$ cat config.mk
export PLATFORM = sky130hd
export DESIGN_NAME = bitmap_first_fit_allocator
export DESIGN_NICKNAME = d
export VERILOG_FILES = /design/src/design/bffa_pkg.sv /design/src/design/bitmap_first_fit_allocator.sv /design/src/design/bffa_ram.sv /design/src/design/bffa_scan.sv
export SDC_FILE = /design/constraint.sdc
export NUM_CORES = 2
export LEC_CHECK = 0
export ABC_CLOCK_PERIOD_IN_PS = 12870
export BUFFER_PORTS_ARGS = -buffer_cell sky130_fd_sc_hd__buf_2
export CAP_MARGIN = 20
export CORE_MARGIN = 3
export CORE_UTILIZATION = 35
export CTS_CLUSTER_SIZE = 40
export DETAILED_ROUTE_END_ITERATION = 16
export HOLD_SLACK_MARGIN = 0.05
export PLACE_DENSITY = 0.53
export SLEW_MARGIN = 25
export SYNTH_ARGS = -nofsm -noshare
export SYNTH_HDL_FRONTEND = slang
export SYNTH_SLANG_ARGS = --single-unit
$ cat constraint.sdc
create_clock -name clk_i -period 12.87 [get_ports clk_i]
set_input_delay 0.6435 -clock clk_i [delete_from_list [all_inputs] [get_ports clk_i]]
set_output_delay 0.6435 -clock clk_i [all_outputs]
set_load 0.02 [all_outputs]
$ cat src/design/bffa_pkg.sv
// shared constants, status and request codes for the bitmap first-fit allocator
// no dependencies
`default_nettype none

package bffa_pkg;

  // bitmap digit handled per cycle
  localparam int unsigned DIGIT_W   = 8;
  localparam int unsigned LOG_DIGIT = 3;

  // request and result field widths
  localparam int unsigned SIZE_W    = 16;
  localparam int unsigned BLK_W     = 3;
  localparam int unsigned CHUNK_W   = 8;
  localparam int unsigned STATUS_W  = 2;
  localparam int unsigned NEED_W    = SIZE_W - 1;  // ceil(size / 4)

  localparam int unsigned S_TDATA_W = 32;
  localparam int unsigned M_TDATA_W = 16;

  // request kinds
  localparam logic OP_ALLOC = 1'b0;
  localparam logic OP_FREE  = 1'b1;

  // result status codes
  localparam logic [STATUS_W-1:0] ST_OK      = 2'd0;
  localparam logic [STATUS_W-1:0] ST_NOSPACE = 2'd1;
  localparam logic [STATUS_W-1:0] ST_BADFREE = 2'd2;

  // control from the sequencer to the run scanner
  typedef struct packed {
    logic eval;   // a bitmap digit is presented this cycle
    logic first;  // the digit is the first one of a block
  } scan_ctrl_t;

endpackage

`default_nettype wire

$ cat src/design/bitmap_first_fit_allocator.sv
// bitmap first-fit allocator top level: sequencer, bitmap ram, run scanner
// depends on bffa_pkg, bffa_ram, bffa_scan
// reset: a clearing pass writes MAX_BLOCKS*ceil(CHUNKS_PER_BLOCK/8) bitmap words, one per
//   cycle (256 words at default size), with s_axis_tready low; one block open afterwards
// allocate: the open blocks are scanned word by word, then the granted run is marked by
//   read-modify-write; when nothing fits a new block is opened, else no space is reported
// free: the run is cleared word by word; zero-size and rejected requests skip to the result
// one word in flight; s_axis_tready returns high in the same cycle that m_axis_tvalid rises,
//   and the result register lets the next word enter while the previous result waits
`default_nettype none

module bitmap_first_fit_allocator
  import bffa_pkg::*;
#(
  parameter int unsigned CHUNKS_PER_BLOCK = 256,
  parameter int unsigned MAX_BLOCKS       = 8
) (
  input  wire logic                 clk_i,
  input  wire logic                 rst_ni,
  // request side
  input  wire logic                 s_axis_tvalid,
  output logic                      s_axis_tready,
  // size_bytes[15:0], block_index[18:16], chunk_index[26:19], zero pad
  input  wire logic [S_TDATA_W-1:0] s_axis_tdata,
  // op[0]
  input  wire logic                 s_axis_tuser,
  // result side
  output logic                      m_axis_tvalid,
  input  wire logic                 m_axis_tready,
  // status[1:0], granted_block[4:2], granted_chunk[12:5], zero pad
  output logic      [M_TDATA_W-1:0] m_axis_tdata
);

  // bitmap geometry
  localparam int unsigned WPB    = (CHUNKS_PER_BLOCK + DIGIT_W - 1) / DIGIT_W;
  localparam int unsigned DEPTH  = MAX_BLOCKS * WPB;
  localparam int unsigned AW     = (DEPTH > 1) ? $clog2(DEPTH) : 1;
  localparam int unsigned WOFF_W = (WPB > 1) ? $clog2(WPB) : 1;
  localparam int unsigned CI_W   = WOFF_W + LOG_DIGIT;
  localparam int unsigned CNT_W  = $clog2(CHUNKS_PER_BLOCK + 1);
  localparam int unsigned BO_W   = $clog2(MAX_BLOCKS + 1);

  // sequencer states
  localparam logic [2:0] S_CLEAR = 3'd0;
  localparam logic [2:0] S_IDLE  = 3'd1;
  localparam logic [2:0] S_CHECK = 3'd2;
  localparam logic [2:0] S_SCAN  = 3'd3;
  localparam logic [2:0] S_MARK  = 3'd4;
  localparam logic [2:0] S_DONE  = 3'd5;

  logic [2:0]          state_q, state_d;
  logic [AW-1:0]       clr_addr_q, clr_addr_d;
  logic [BO_W-1:0]     blocks_open_q, blocks_open_d;

  // latched request
  logic                req_op_q, req_op_d;
  logic [NEED_W-1:0]   req_n_q, req_n_d;
  logic [BLK_W-1:0]    req_blk_q, req_blk_d;
  logic [CHUNK_W-1:0]  req_ch_q, req_ch_d;

  // scan read issue and evaluate stages
  logic [AW-1:0]       rd_addr_q, rd_addr_d;
  logic [WOFF_W-1:0]   rd_woff_q, rd_woff_d;
  logic [BO_W-1:0]     rd_blk_q, rd_blk_d;
  logic                ev_valid_q, ev_valid_d;
  logic [WOFF_W-1:0]   ev_woff_q, ev_woff_d;
  logic [BO_W-1:0]     ev_blk_q, ev_blk_d;

  // run marking
  logic                mk_set_q, mk_set_d;
  logic [BO_W-1:0]     mk_blk_q, mk_blk_d;
  logic [CI_W-1:0]     mk_start_q, mk_start_d;
  logic [CI_W-1:0]     mk_last_q, mk_last_d;
  logic [WOFF_W-1:0]   mk_rd_word_q, mk_rd_word_d;
  logic                mk_rd_act_q, mk_rd_act_d;
  logic                wr_valid_q, wr_valid_d;
  logic [WOFF_W-1:0]   wr_word_q, wr_word_d;
  logic [AW-1:0]       wr_addr_q, wr_addr_d;

  // result
  logic [STATUS_W-1:0]  res_status_q, res_status_d;
  logic [BLK_W-1:0]     res_blk_q, res_blk_d;
  logic [CHUNK_W-1:0]   res_ch_q, res_ch_d;
  logic                 out_valid_q, out_valid_d;
  logic [M_TDATA_W-1:0] out_data_q, out_data_d;

  // mark setup shared by free, scan hit and new block
  logic                setup_go;
  logic                setup_set;
  logic [BO_W-1:0]     setup_blk;
  logic [CI_W-1:0]     setup_start;

  // ram and scanner wiring
  logic                ram_we;
  logic [AW-1:0]       ram_waddr;
  logic [DIGIT_W-1:0]  ram_wdata;
  logic [AW-1:0]       ram_raddr;
  logic [DIGIT_W-1:0]  ram_rdata;
  logic [AW-1:0]       mk_base;
  logic [AW-1:0]       mk_rd_addr;
  logic [DIGIT_W-1:0]  mk_mask;
  logic [WOFF_W-1:0]   mk_first_w;
  logic [WOFF_W-1:0]   mk_last_w;
  scan_ctrl_t          scan_ctrl;
  logic                scan_hit;
  logic [CI_W-1:0]     scan_start;
  logic                issuing;
  logic                free_bad;
  logic [SIZE_W:0]     size_round;

  assign s_axis_tready = (state_q == S_IDLE);
  assign m_axis_tvalid = out_valid_q;
  assign m_axis_tdata  = out_data_q;

  // chunks = ceil(size / 4)
  assign size_round = {1'b0, s_axis_tdata[SIZE_W-1:0]} + (SIZE_W + 1)'(3);

  // scan keeps issuing reads until every open block was covered
  assign issuing = (rd_blk_q < blocks_open_q);

  assign free_bad = (32'(req_blk_q) >= 32'(blocks_open_q)) ||
                    (32'(req_blk_q) >= MAX_BLOCKS) ||
                    (32'(req_ch_q) >= CHUNKS_PER_BLOCK) ||
                    ((32'(req_ch_q) + 32'(req_n_q)) > CHUNKS_PER_BLOCK);

  // marking addresses: block base plus digit index
  assign mk_base    = AW'(mk_blk_q) * AW'(WPB);
  assign mk_rd_addr = mk_base + AW'(mk_rd_word_q);
  assign mk_first_w = mk_start_q[CI_W-1:LOG_DIGIT];
  assign mk_last_w  = mk_last_q[CI_W-1:LOG_DIGIT];

  // partial digits at the edges of the run
  always_comb begin
    for (int i = 0; i < DIGIT_W; i++) begin
      mk_mask[i] = ((wr_word_q != mk_first_w) ||
                    (LOG_DIGIT'(i) >= mk_start_q[LOG_DIGIT-1:0])) &&
                   ((wr_word_q != mk_last_w) ||
                    (LOG_DIGIT'(i) <= mk_last_q[LOG_DIGIT-1:0]));
    end
  end

  // the clearing pass owns the write port after reset
  always_comb begin
    if (state_q == S_CLEAR) begin
      ram_we    = 1'b1;
      ram_waddr = clr_addr_q;
      ram_wdata = '0;
    end else begin
      ram_we    = (state_q == S_MARK) && wr_valid_q;
      ram_waddr = wr_addr_q;
      ram_wdata = mk_set_q ? (ram_rdata | mk_mask) : (ram_rdata & ~mk_mask);
    end
  end

  assign ram_raddr = (state_q == S_MARK) ? mk_rd_addr : rd_addr_q;

  assign scan_ctrl.eval  = (state_q == S_SCAN) && ev_valid_q;
  assign scan_ctrl.first = (ev_woff_q == '0);

  bffa_ram #(
    .WIDTH (DIGIT_W),
    .DEPTH (DEPTH)
  ) u_bitmap (
    .clk_i   (clk_i),
    .we_i    (ram_we),
    .waddr_i (ram_waddr),
    .wdata_i (ram_wdata),
    .raddr_i (ram_raddr),
    .rdata_o (ram_rdata)
  );

  bffa_scan #(
    .CHUNKS_PER_BLOCK (CHUNKS_PER_BLOCK)
  ) u_scan (
    .clk_i   (clk_i),
    .rst_ni  (rst_ni),
    .ctrl_i  (scan_ctrl),
    .digit_i (ram_rdata),
    .woff_i  (ev_woff_q),
    .need_i  (CNT_W'(req_n_q)),
    .hit_o   (scan_hit),
    .start_o (scan_start)
  );

  always_comb begin
    state_d       = state_q;
    clr_addr_d    = clr_addr_q;
    blocks_open_d = blocks_open_q;
    req_op_d      = req_op_q;
    req_n_d       = req_n_q;
    req_blk_d     = req_blk_q;
    req_ch_d      = req_ch_q;
    rd_addr_d     = rd_addr_q;
    rd_woff_d     = rd_woff_q;
    rd_blk_d      = rd_blk_q;
    ev_valid_d    = ev_valid_q;
    ev_woff_d     = ev_woff_q;
    ev_blk_d      = ev_blk_q;
    mk_set_d      = mk_set_q;
    mk_blk_d      = mk_blk_q;
    mk_start_d    = mk_start_q;
    mk_last_d     = mk_last_q;
    mk_rd_word_d  = mk_rd_word_q;
    mk_rd_act_d   = mk_rd_act_q;
    wr_valid_d    = wr_valid_q;
    wr_word_d     = wr_word_q;
    wr_addr_d     = wr_addr_q;
    res_status_d  = res_status_q;
    res_blk_d     = res_blk_q;
    res_ch_d      = res_ch_q;
    out_valid_d   = out_valid_q;
    out_data_d    = out_data_q;
    setup_go      = 1'b0;
    setup_set     = 1'b1;
    setup_blk     = '0;
    setup_start   = '0;

    if (out_valid_q && m_axis_tready) begin
      out_valid_d = 1'b0;
    end

    case (state_q)
      S_CLEAR: begin
        clr_addr_d = clr_addr_q + AW'(1);
        if (clr_addr_q == AW'(DEPTH - 1)) begin
          state_d = S_IDLE;
        end
      end

      S_IDLE: begin
        if (s_axis_tvalid) begin
          req_op_d  = s_axis_tuser;
          req_n_d   = size_round[SIZE_W:2];
          req_blk_d = s_axis_tdata[SIZE_W +: BLK_W];
          req_ch_d  = s_axis_tdata[SIZE_W + BLK_W +: CHUNK_W];
          state_d   = S_CHECK;
        end
      end

      S_CHECK: begin
        res_status_d = ST_OK;
        res_blk_d    = '0;
        res_ch_d     = '0;
        if (req_op_q == OP_ALLOC) begin
          if (req_n_q == '0) begin
            // zero-size allocate succeeds at block 0, chunk 0
            state_d = S_DONE;
          end else if (32'(req_n_q) > CHUNKS_PER_BLOCK) begin
            res_status_d = ST_NOSPACE;
            state_d      = S_DONE;
          end else begin
            rd_addr_d  = '0;
            rd_woff_d  = '0;
            rd_blk_d   = '0;
            ev_valid_d = 1'b0;
            state_d    = S_SCAN;
          end
        end else begin
          if (free_bad) begin
            res_status_d = ST_BADFREE;
            state_d      = S_DONE;
          end else if (req_n_q == '0) begin
            state_d = S_DONE;
          end else begin
            setup_go    = 1'b1;
            setup_set   = 1'b0;
            setup_blk   = BO_W'(req_blk_q);
            setup_start = CI_W'(req_ch_q);
          end
        end
      end

      S_SCAN: begin
        // read one digit a cycle, evaluate it the cycle after
        ev_valid_d = issuing;
        ev_woff_d  = rd_woff_q;
        ev_blk_d   = rd_blk_q;
        if (issuing) begin
          rd_addr_d = rd_addr_q + AW'(1);
          if (rd_woff_q == WOFF_W'(WPB - 1)) begin
            rd_woff_d = '0;
            rd_blk_d  = rd_blk_q + BO_W'(1);
          end else begin
            rd_woff_d = rd_woff_q + WOFF_W'(1);
          end
        end
        if (ev_valid_q && scan_hit) begin
          setup_go    = 1'b1;
          setup_blk   = ev_blk_q;
          setup_start = scan_start;
          res_blk_d   = BLK_W'(ev_blk_q);
          res_ch_d    = CHUNK_W'(scan_start);
        end else if (!ev_valid_q && !issuing) begin
          if (32'(blocks_open_q) < MAX_BLOCKS) begin
            // nothing fits: open the next block, the run lands at its start
            setup_go      = 1'b1;
            setup_blk     = blocks_open_q;
            blocks_open_d = blocks_open_q + BO_W'(1);
            res_blk_d     = BLK_W'(blocks_open_q);
            res_ch_d      = '0;
          end else begin
            res_status_d = ST_NOSPACE;
            state_d      = S_DONE;
          end
        end
      end

      S_MARK: begin
        // read-modify-write, next read overlaps the current write
        if (mk_rd_act_q) begin
          wr_valid_d = 1'b1;
          wr_word_d  = mk_rd_word_q;
          wr_addr_d  = mk_rd_addr;
          if (mk_rd_word_q == mk_last_w) begin
            mk_rd_act_d = 1'b0;
          end else begin
            mk_rd_word_d = mk_rd_word_q + WOFF_W'(1);
          end
        end else begin
          wr_valid_d = 1'b0;
        end
        if (!mk_rd_act_q && !wr_valid_q) begin
          state_d = S_DONE;
        end
      end

      S_DONE: begin
        if (!out_valid_q || m_axis_tready) begin
          out_valid_d = 1'b1;
          out_data_d  = M_TDATA_W'({res_ch_q, res_blk_q, res_status_q});
          state_d     = S_IDLE;
        end
      end

      default: begin
        state_d = S_IDLE;
      end
    endcase

    if (setup_go) begin
      mk_set_d     = setup_set;
      mk_blk_d     = setup_blk;
      mk_start_d   = setup_start;
      mk_last_d    = CI_W'(16'(setup_start) + 16'(req_n_q) - 16'd1);
      mk_rd_word_d = setup_start[CI_W-1:LOG_DIGIT];
      mk_rd_act_d  = 1'b1;
      wr_valid_d   = 1'b0;
      state_d      = S_MARK;
    end
  end

  always_ff @(posedge clk_i or negedge rst_ni) begin
    if (!rst_ni) begin
      state_q       <= S_CLEAR;
      clr_addr_q    <= '0;
      blocks_open_q <= BO_W'(1);
      ev_valid_q    <= 1'b0;
      mk_rd_act_q   <= 1'b0;
      wr_valid_q    <= 1'b0;
      out_valid_q   <= 1'b0;
    end else begin
      state_q       <= state_d;
      clr_addr_q    <= clr_addr_d;
      blocks_open_q <= blocks_open_d;
      ev_valid_q    <= ev_valid_d;
      mk_rd_act_q   <= mk_rd_act_d;
      wr_valid_q    <= wr_valid_d;
      out_valid_q   <= out_valid_d;
    end
  end

  // payload and pointers, no reset needed
  always_ff @(posedge clk_i) begin
    req_op_q     <= req_op_d;
    req_n_q      <= req_n_d;
    req_blk_q    <= req_blk_d;
    req_ch_q     <= req_ch_d;
    rd_addr_q    <= rd_addr_d;
    rd_woff_q    <= rd_woff_d;
    rd_blk_q     <= rd_blk_d;
    ev_woff_q    <= ev_woff_d;
    ev_blk_q     <= ev_blk_d;
    mk_set_q     <= mk_set_d;
    mk_blk_q     <= mk_blk_d;
    mk_start_q   <= mk_start_d;
    mk_last_q    <= mk_last_d;
    mk_rd_word_q <= mk_rd_word_d;
    wr_word_q    <= wr_word_d;
    wr_addr_q    <= wr_addr_d;
    res_status_q <= res_status_d;
    res_blk_q    <= res_blk_d;
    res_ch_q     <= res_ch_d;
    out_data_q   <= out_data_d;
  end

endmodule

`default_nettype wire

$ cat src/design/bffa_ram.sv
// generic simple dual-port ram, one write and one registered read per cycle
// no dependencies
`default_nettype none

module bffa_ram #(
  parameter int unsigned WIDTH = 8,
  parameter int unsigned DEPTH = 256,
  localparam int unsigned AW = (DEPTH > 1) ? $clog2(DEPTH) : 1
) (
  input  wire logic             clk_i,
  input  wire logic             we_i,
  input  wire logic [AW-1:0]    waddr_i,
  input  wire logic [WIDTH-1:0] wdata_i,
  input  wire logic [AW-1:0]    raddr_i,
  output logic      [WIDTH-1:0] rdata_o
);

  logic [WIDTH-1:0] mem_q [DEPTH];
  logic [WIDTH-1:0] rdata_q;

  always_ff @(posedge clk_i) begin
    if (we_i) begin
      mem_q[waddr_i] <= wdata_i;
    end
    rdata_q <= mem_q[raddr_i];
  end

  assign rdata_o = rdata_q;

endmodule

`default_nettype wire

$ cat src/design/bffa_scan.sv
// free-run scanner: walks one bitmap digit per cycle and tracks the current run
// depends on bffa_pkg
`default_nettype none

module bffa_scan
  import bffa_pkg::*;
#(
  parameter int unsigned CHUNKS_PER_BLOCK = 256,
  localparam int unsigned WPB    = (CHUNKS_PER_BLOCK + DIGIT_W - 1) / DIGIT_W,
  localparam int unsigned WOFF_W = (WPB > 1) ? $clog2(WPB) : 1,
  localparam int unsigned CI_W   = WOFF_W + LOG_DIGIT,
  localparam int unsigned CNT_W  = $clog2(CHUNKS_PER_BLOCK + 1)
) (
  input  wire logic               clk_i,
  input  wire logic               rst_ni,
  input  wire scan_ctrl_t         ctrl_i,
  input  wire logic [DIGIT_W-1:0] digit_i,
  input  wire logic [WOFF_W-1:0]  woff_i,
  input  wire logic [CNT_W-1:0]   need_i,
  output logic                    hit_o,
  output logic      [CI_W-1:0]    start_o
);

  logic [CNT_W-1:0] run_q, run_d;

  always_comb begin
    logic [CNT_W-1:0] run;
    logic [CI_W-1:0]  chunk;
    logic             occ;
    run     = ctrl_i.first ? '0 : run_q;
    hit_o   = 1'b0;
    start_o = '0;
    chunk   = '0;
    occ     = 1'b0;
    for (int i = 0; i < DIGIT_W; i++) begin
      chunk = {woff_i, LOG_DIGIT'(i)};
      // chunks past the block end count as taken
      occ = digit_i[i] || ({1'b0, chunk} >= (CI_W + 1)'(CHUNKS_PER_BLOCK));
      run = occ ? '0 : run + CNT_W'(1);
      if (!hit_o && (run == need_i)) begin
        hit_o   = 1'b1;
        start_o = CI_W'({1'b0, chunk} + (CI_W + 1)'(1) - (CI_W + 1)'(need_i));
      end
    end
    run_d = ctrl_i.eval ? run : run_q;
  end

  always_ff @(posedge clk_i or negedge rst_ni) begin
    if (!rst_ni) begin
      run_q <= '0;
    end else begin
      run_q <= run_d;
    end
  end

endmodule

`default_nettype wire

== After elaboration in Yosys (flattened, before gate mapping) ==
Memories as Yosys holds them, arrays and structs flattened. A register that Yosys moved wholly into a read port is not among the register bits.
Cells that the tools add are included.

* Flip-flop bits (word level): 144
* Latch bits: 0
* Memory bits (writable): 2048
* Memory bits (read-only): 0
* Input port bits: 37
* Output and inout bits: 18
* Logic and storage cells: 314
* Memories kept: 1

* Add/subtract/negate cells: 35
* Multipliers: 0
* Divide/modulo/power cells: 0
* Order comparisons: 21
* Equality and inequality tests: 37
* Shift-type cells: 0
* Multiplexer cells: 117
* Bitwise gates (word level): 6
* Reduce and logical (&&, ||, !) cells: 69

{| class="wikitable"
|+ Memories
! memory !! words !! width !! read ports !! clocked after memory_dff !! wr ports !! line !! text
|-
| u_bitmap.mem_q || 256 || 8 || 1 || 1 || 1 || bffa_ram.sv:18 || <nowiki>logic [WIDTH-1:0] mem_q [DEPTH];</nowiki>
|}

{| class="wikitable"
|+ Operator list
! operator !! count
|-
| $mux 8 || 23
|-
| $mux 9 || 9
|-
| $add 8x1->8 const B || 10
|-
| $add 9x1->9 const B || 8
|-
| $eq 9x9->1 || 8
|-
| $mux 3 || 22
|-
| $sub 8x8->8 || 8
|-
| $pmux 8 s2 || 3
|-
| $mux 5 || 9
|-
| $mux 1 || 33
|-
| $logic_and 1x1->1 || 21
|-
| $mux 4 || 5
|-
| $logic_or 1x1->1 || 18
|-
| $pmux 3 s6 || 1
|-
| $add 16x2->17 const B || 1
|-
| $add 8x15->16 || 1
|-
| $gt 16x9->1 const B || 1
|-
| $gt 15x9->1 const B || 1
|-
| $logic_not 15->1 || 1
|-
| $ne 2x2->1 const B || 7
|-
| $ge 3x3->1 const A || 4
|-
| $le 3x3->1 const A || 4
|-
| $logic_not 1->1 || 12
|-
| $ne 3x2->1 const B || 4
|-
| 43 further kinds || 71
|}

== Depth between registers and ports, before layout ==
* Depth in word-level cells: 32
* Gate-level depth with buffers: 44
* Depth with buffers taken out: 43

== By module ==
A second synthesis with hierarchy kept.

* Cells, all modules: 5112
* Area, all modules: 91973.2 µm²

{| class="wikitable"
|+ By module, submodules not included
! module !! instances !! cells an instance !! area each (µm²) !! seq. area each (µm²)
|-
| bffa_ram || 1 || 3733 || 79556.3 || 61659.1
|-
| bitmap_first_fit_allocator || 1 || 599 || 6807.8 || 3809.9
|-
| bffa_scan || 1 || 780 || 5609.1 || 225.2
|}

== Least setup slack after synthesis ==
No wires, ideal clock.

* Path type: register -> register
* From: register wr_addr_q[4] (netlist name)
* To: memory u_bitmap.mem_q[0][3] (data pin)
* Setup time: 1.575 ns
* Arrival: 8.377 ns
* Required time: 11.295 ns
* Setup slack: 2.919 ns
* Cell stages (with the launch flop): 8
* Path buffers: 0
* Period minus slack after synthesis: 9.951 ns
* Path through: edfxtp_1 xnor2_1 nand3_1 nor3_1 nand2b_1 a21oi_1 o21ai_0 a21oi_1

{| class="wikitable"
|+ RTL lines
! what !! line
|-
| end: declaration || bffa_ram.sv:18
|}

== Worst setup path after layout ==
* From: register ev_woff_q[1]
* To: register mk_last_q[7] (data pin)

* Longest elaborated chain between the ends: 32

{| class="wikitable"
|+ Ends and longest elaborated chain
! what !! line !! text
|-
| start: declaration || bitmap_first_fit_allocator.sv:66 || <nowiki>logic [WOFF_W-1:0] ev_woff_q, ev_woff_d;</nowiki>
|-
| start signal: assignment || bitmap_first_fit_allocator.sv:381 || <nowiki>ev_woff_q <= ev_woff_d;</nowiki>
|-
| branches (longest 28 deep; another with $add 9x1->9) || - ||
|-
| $mux 8 (*) || bitmap_first_fit_allocator.sv:287 || <nowiki>if (ev_valid_q && scan_hit) begin</nowiki>
|-
| $pmux 8 s2 (*) || bitmap_first_fit_allocator.sv:222 || <nowiki>case (state_q)</nowiki>
|-
| $add 8x8->8 (*) || bitmap_first_fit_allocator.sv:344 || <nowiki>mk_last_d = CI_W'(16'(setup_start) + 16'(req_n_q) - 16'd1);</nowiki>
|-
| $sub 8x1->8 (*) || bitmap_first_fit_allocator.sv:344 ||
|-
| end signal: assignment || bitmap_first_fit_allocator.sv:386 || <nowiki>mk_last_q <= mk_last_d;</nowiki>
|-
| end: declaration || bitmap_first_fit_allocator.sv:73 || <nowiki>logic [CI_W-1:0] mk_last_q, mk_last_d;</nowiki>
|}

Every way passes the cells marked *.
A chain may end at the register's enable or synchronous reset.

==> results.toml <==
[outcome]
status = "completed"

[synth]
synth_top_area_cell = "edfxtp_1"
postSynth.asyncResetShare_pct = 1.28
syn_area_mm2 = 0.0925
seq_area_frac_synth_pct = 71.1
yosys_most_used_dff = "edfxtp_1"
ys_types = 109
synthTopCellsByArea = "edfxtp_1, mux4_2, nand2_1"
synth_top_area_share_pct = 70.1
avgSynthCellArea_um2 = 17.4
synth_edf_count = 2159
syn_inst = 5307
ys_warn_count = 0
synth-seq-cells = 2195

[global_routing]
grt_pass1_wl_um = 353000
grt_pass1_vias = 49700
grtUsageTotal_pct = 17.6
use_met3_pct = 2.54
grt.overflow.total = 0
use_met2_pct = 28.1
busiest_layer = "met2"
gr-usage-met1_pct = 25.3
grt_max_degree = 177
antenna_found_initial = 6

[final_layout]
ff_latch_area_mm2 = 0.0657
final_cell_area_mm2 = 0.105
stdcell_count = 9099
syn2layout_area_growth_pct = 13.1
mostFrequentLayoutCell = "edfxtp_1"
multiInputGateArea_mm2 = 0.0255
nNetsFinal = 5490
final_cell_mix = "edfxtp_1, mux4_2, nand2_1"
drive_gt1_share_pct = 19.3
fillers = 23800
utilization_pct = 39.9

[die]
coreArea_mm2 = 0.263
die_h_um = 520
die_w_um = 520
row_count = 188
io_pins = 55
initial_core_util_pct = 35.2
die_area_mm2 = 0.270

[routing]
routed_wl_um = 241000
ant_nets = 0
drtIter0Drc = 5081
vias = 49600
drc = 0
vias_per_cell = 5.45
drt-pass1-iter-count = 8
wl_per_cell_um = 26.5

[critical_path]
crit_top_cell = "ha_1"
end_kind = "flip-flop"
cp.required_ns = 13.47
crit_fanout = 9
cpPeakStageDelay_ns = 0.47
arrival_ns = 11.38
cp_slowest_cell = "o41ai_4"
start_kind = "flip-flop"
worstSetupPathType = "flip-flop to flip-flop"

[place]
place_hpwl_um = 140000
gp_congestion = 0.824
numPortBuffers = 46
place_area_mm2 = 0.0969
dp_cells = 8645
dp_slack_ns = 2.22

[clock_tree]
cts_tree = "done"
cts.sinks = 2195
htree_levels = 4
insertion_delay_ns = 0.87
path_clk_slew_ns = 0.06
cts_root_buf = "clkbuf_16"
cts_max_path_buffers = 3
cts_buffers = 225

[power]
switching_power_mw = 6.56
p_comb_share_pct = 24.5
pwr-share-seq_pct = 44.5
p_total_mw = 20.9
p_clk_share_pct = 31.0
cellPowerDensity_mw_per_mm2 = 200
max-vdd-ir-drop_uv = 161
p_int_mw = 14.3
p_leak_nw = 32.3
p_sw_share_pct = 31.4

[timing]
grt_setup_unrepaired = "false"
hold_slack_ns = 0.163
finalHoldViolCount = 0
drv_slew = 0
finalSetupTns_ns = 0
max_clock_freq_ghz = 0.0928
clock-skew-final_ns = 0.0621
min_period_ns = 10.78
timing.final.ws_setup_ns = 2.09
setup_viol = 0
tightestPinTransition_ns = 1.17
period_share_pct = 83.8
slew_headroom_pct = 21.8

[worst_hold_path]
hp-class = "input pin to flip-flop"

[job]
maxCapViolCount = 0
per-layer routing:
| metal | up-vias | share of wire [%] |
|---|---|---|
| li1 | 21500 | - |
| met1 | 26300 | 44 |
| met2 | 1515 | 48 |
| met3 | 321 | 5.8 |
| met4 | 0 | 2.3 |
| met5 | - | 0 |
layout make-up:
| cell class | count | share of cell area [%] |
|---|---|---|
| Antenna cell | 5 | 0.0120 |
| Clock buffer | 260 | 5.56 |
| Clock inverter | 159 | 1.46 |
| Inverter | 73 | 0.262 |
| Multi-Input combinational cell | 2724 | 24.4 |
| Sequential cell | 2195 | 62.8 |
| Tap cell | 3515 | 4.20 |
| Timing Repair Buffer | 168 | 1.34 |
worst max-delay path: cells and delay by family, from the launching register on:
family,cells,cell delay (ns)
xor+xnor,3,0.40
buf+inv,3,0.32
fa+ha+maj,11,3.65
simple gates,13,2.95
flops,1,0.44
compound gates,13,2.73
cell families after synthesis:
logic type / share of synthesized area [%]
AOI/OAI and AO/OA: 5.38
adders and majority gates: 0.942
DFF: 71.1
and+or+nand+nor: 6.18
buffers and inverters: 1.65
xor gates and xnor gates: 1.56
muxes: 13.2
other: 0.00406
synth_stat cells, types with 14 or more instances:
library cell,n
and3_1,16
dfrtp_1,27
a31oi_1,79
nand2_1,395
clkbuf_1,227
o21ai_0,76
or3_1,14
nand2b_1,14
nand3b_1,17
xor2_1,38
and2_1,148
buf_1,73
o21a_1,18
a311oi_1,68
a21oi_1,142
xnor2_1,106
nor3_1,47
a21o_1,19
nor2b_1,28
edfxtp_1,2159
a211oi_1,169
inv_1,63
ha_1,60
nand4_1,16
nor2_1,371
mux2i_1,64
o211ai_1,18
mux4_2,512
nand3_1,65
final timing paths:
path | from | to | slack, ns | depth (start not counted)
min in group asynchronous | rst_ni | blocks_open_q[2] | 0.45 | 2
min reg2reg | res_blk_q[1] | m_axis_tdata[3] | 0.42 | 0
min | m_axis_tready | m_axis_tvalid | 0.16 | 3
max reg2reg | ev_woff_q[1] | mk_last_q[7] | 2.09 | 43
max | ev_woff_q[1] | mk_last_q[7] | 2.09 | 43
max in group asynchronous | rst_ni | u_scan.run_q[8] | 11.86 | 2
sequential cells by signal, indices dropped and copies added (netlist names), 5 cells and up:
register,cells
mk_start_q,8
u_bitmap.mem_q,2048
mk_rd_word_q,5
u_bitmap.rdata_o,8
rd_addr_q,8
req_n_q,15
req_ch_q,8
mk_last_q,8
clr_addr_q,8
rd_woff_q,5
res_ch_q,8
m_axis_tdata,13
ev_woff_q,5
u_scan.run_q,9
power by group through the flow:
stage	combinational (mW)	clock [mW]	sequential (mW)
floorplan	3.13	0	9.69
global placement	5.05	0	9.43
detailed placement	5.15	0	9.44
CTS	5.17	6.61	9.29
global route	5.52	6.90	9.31
finish	5.11	6.47	9.29
repair_timing:
action / in CTS / in global routing
gates resized for setup: 0 / 0
hold buffers: 28 / 0
hold endpoints to repair: 54 / 0
buffers inserted: 0 / 0
No activity file was read; power rests on OpenSTA's default activity.
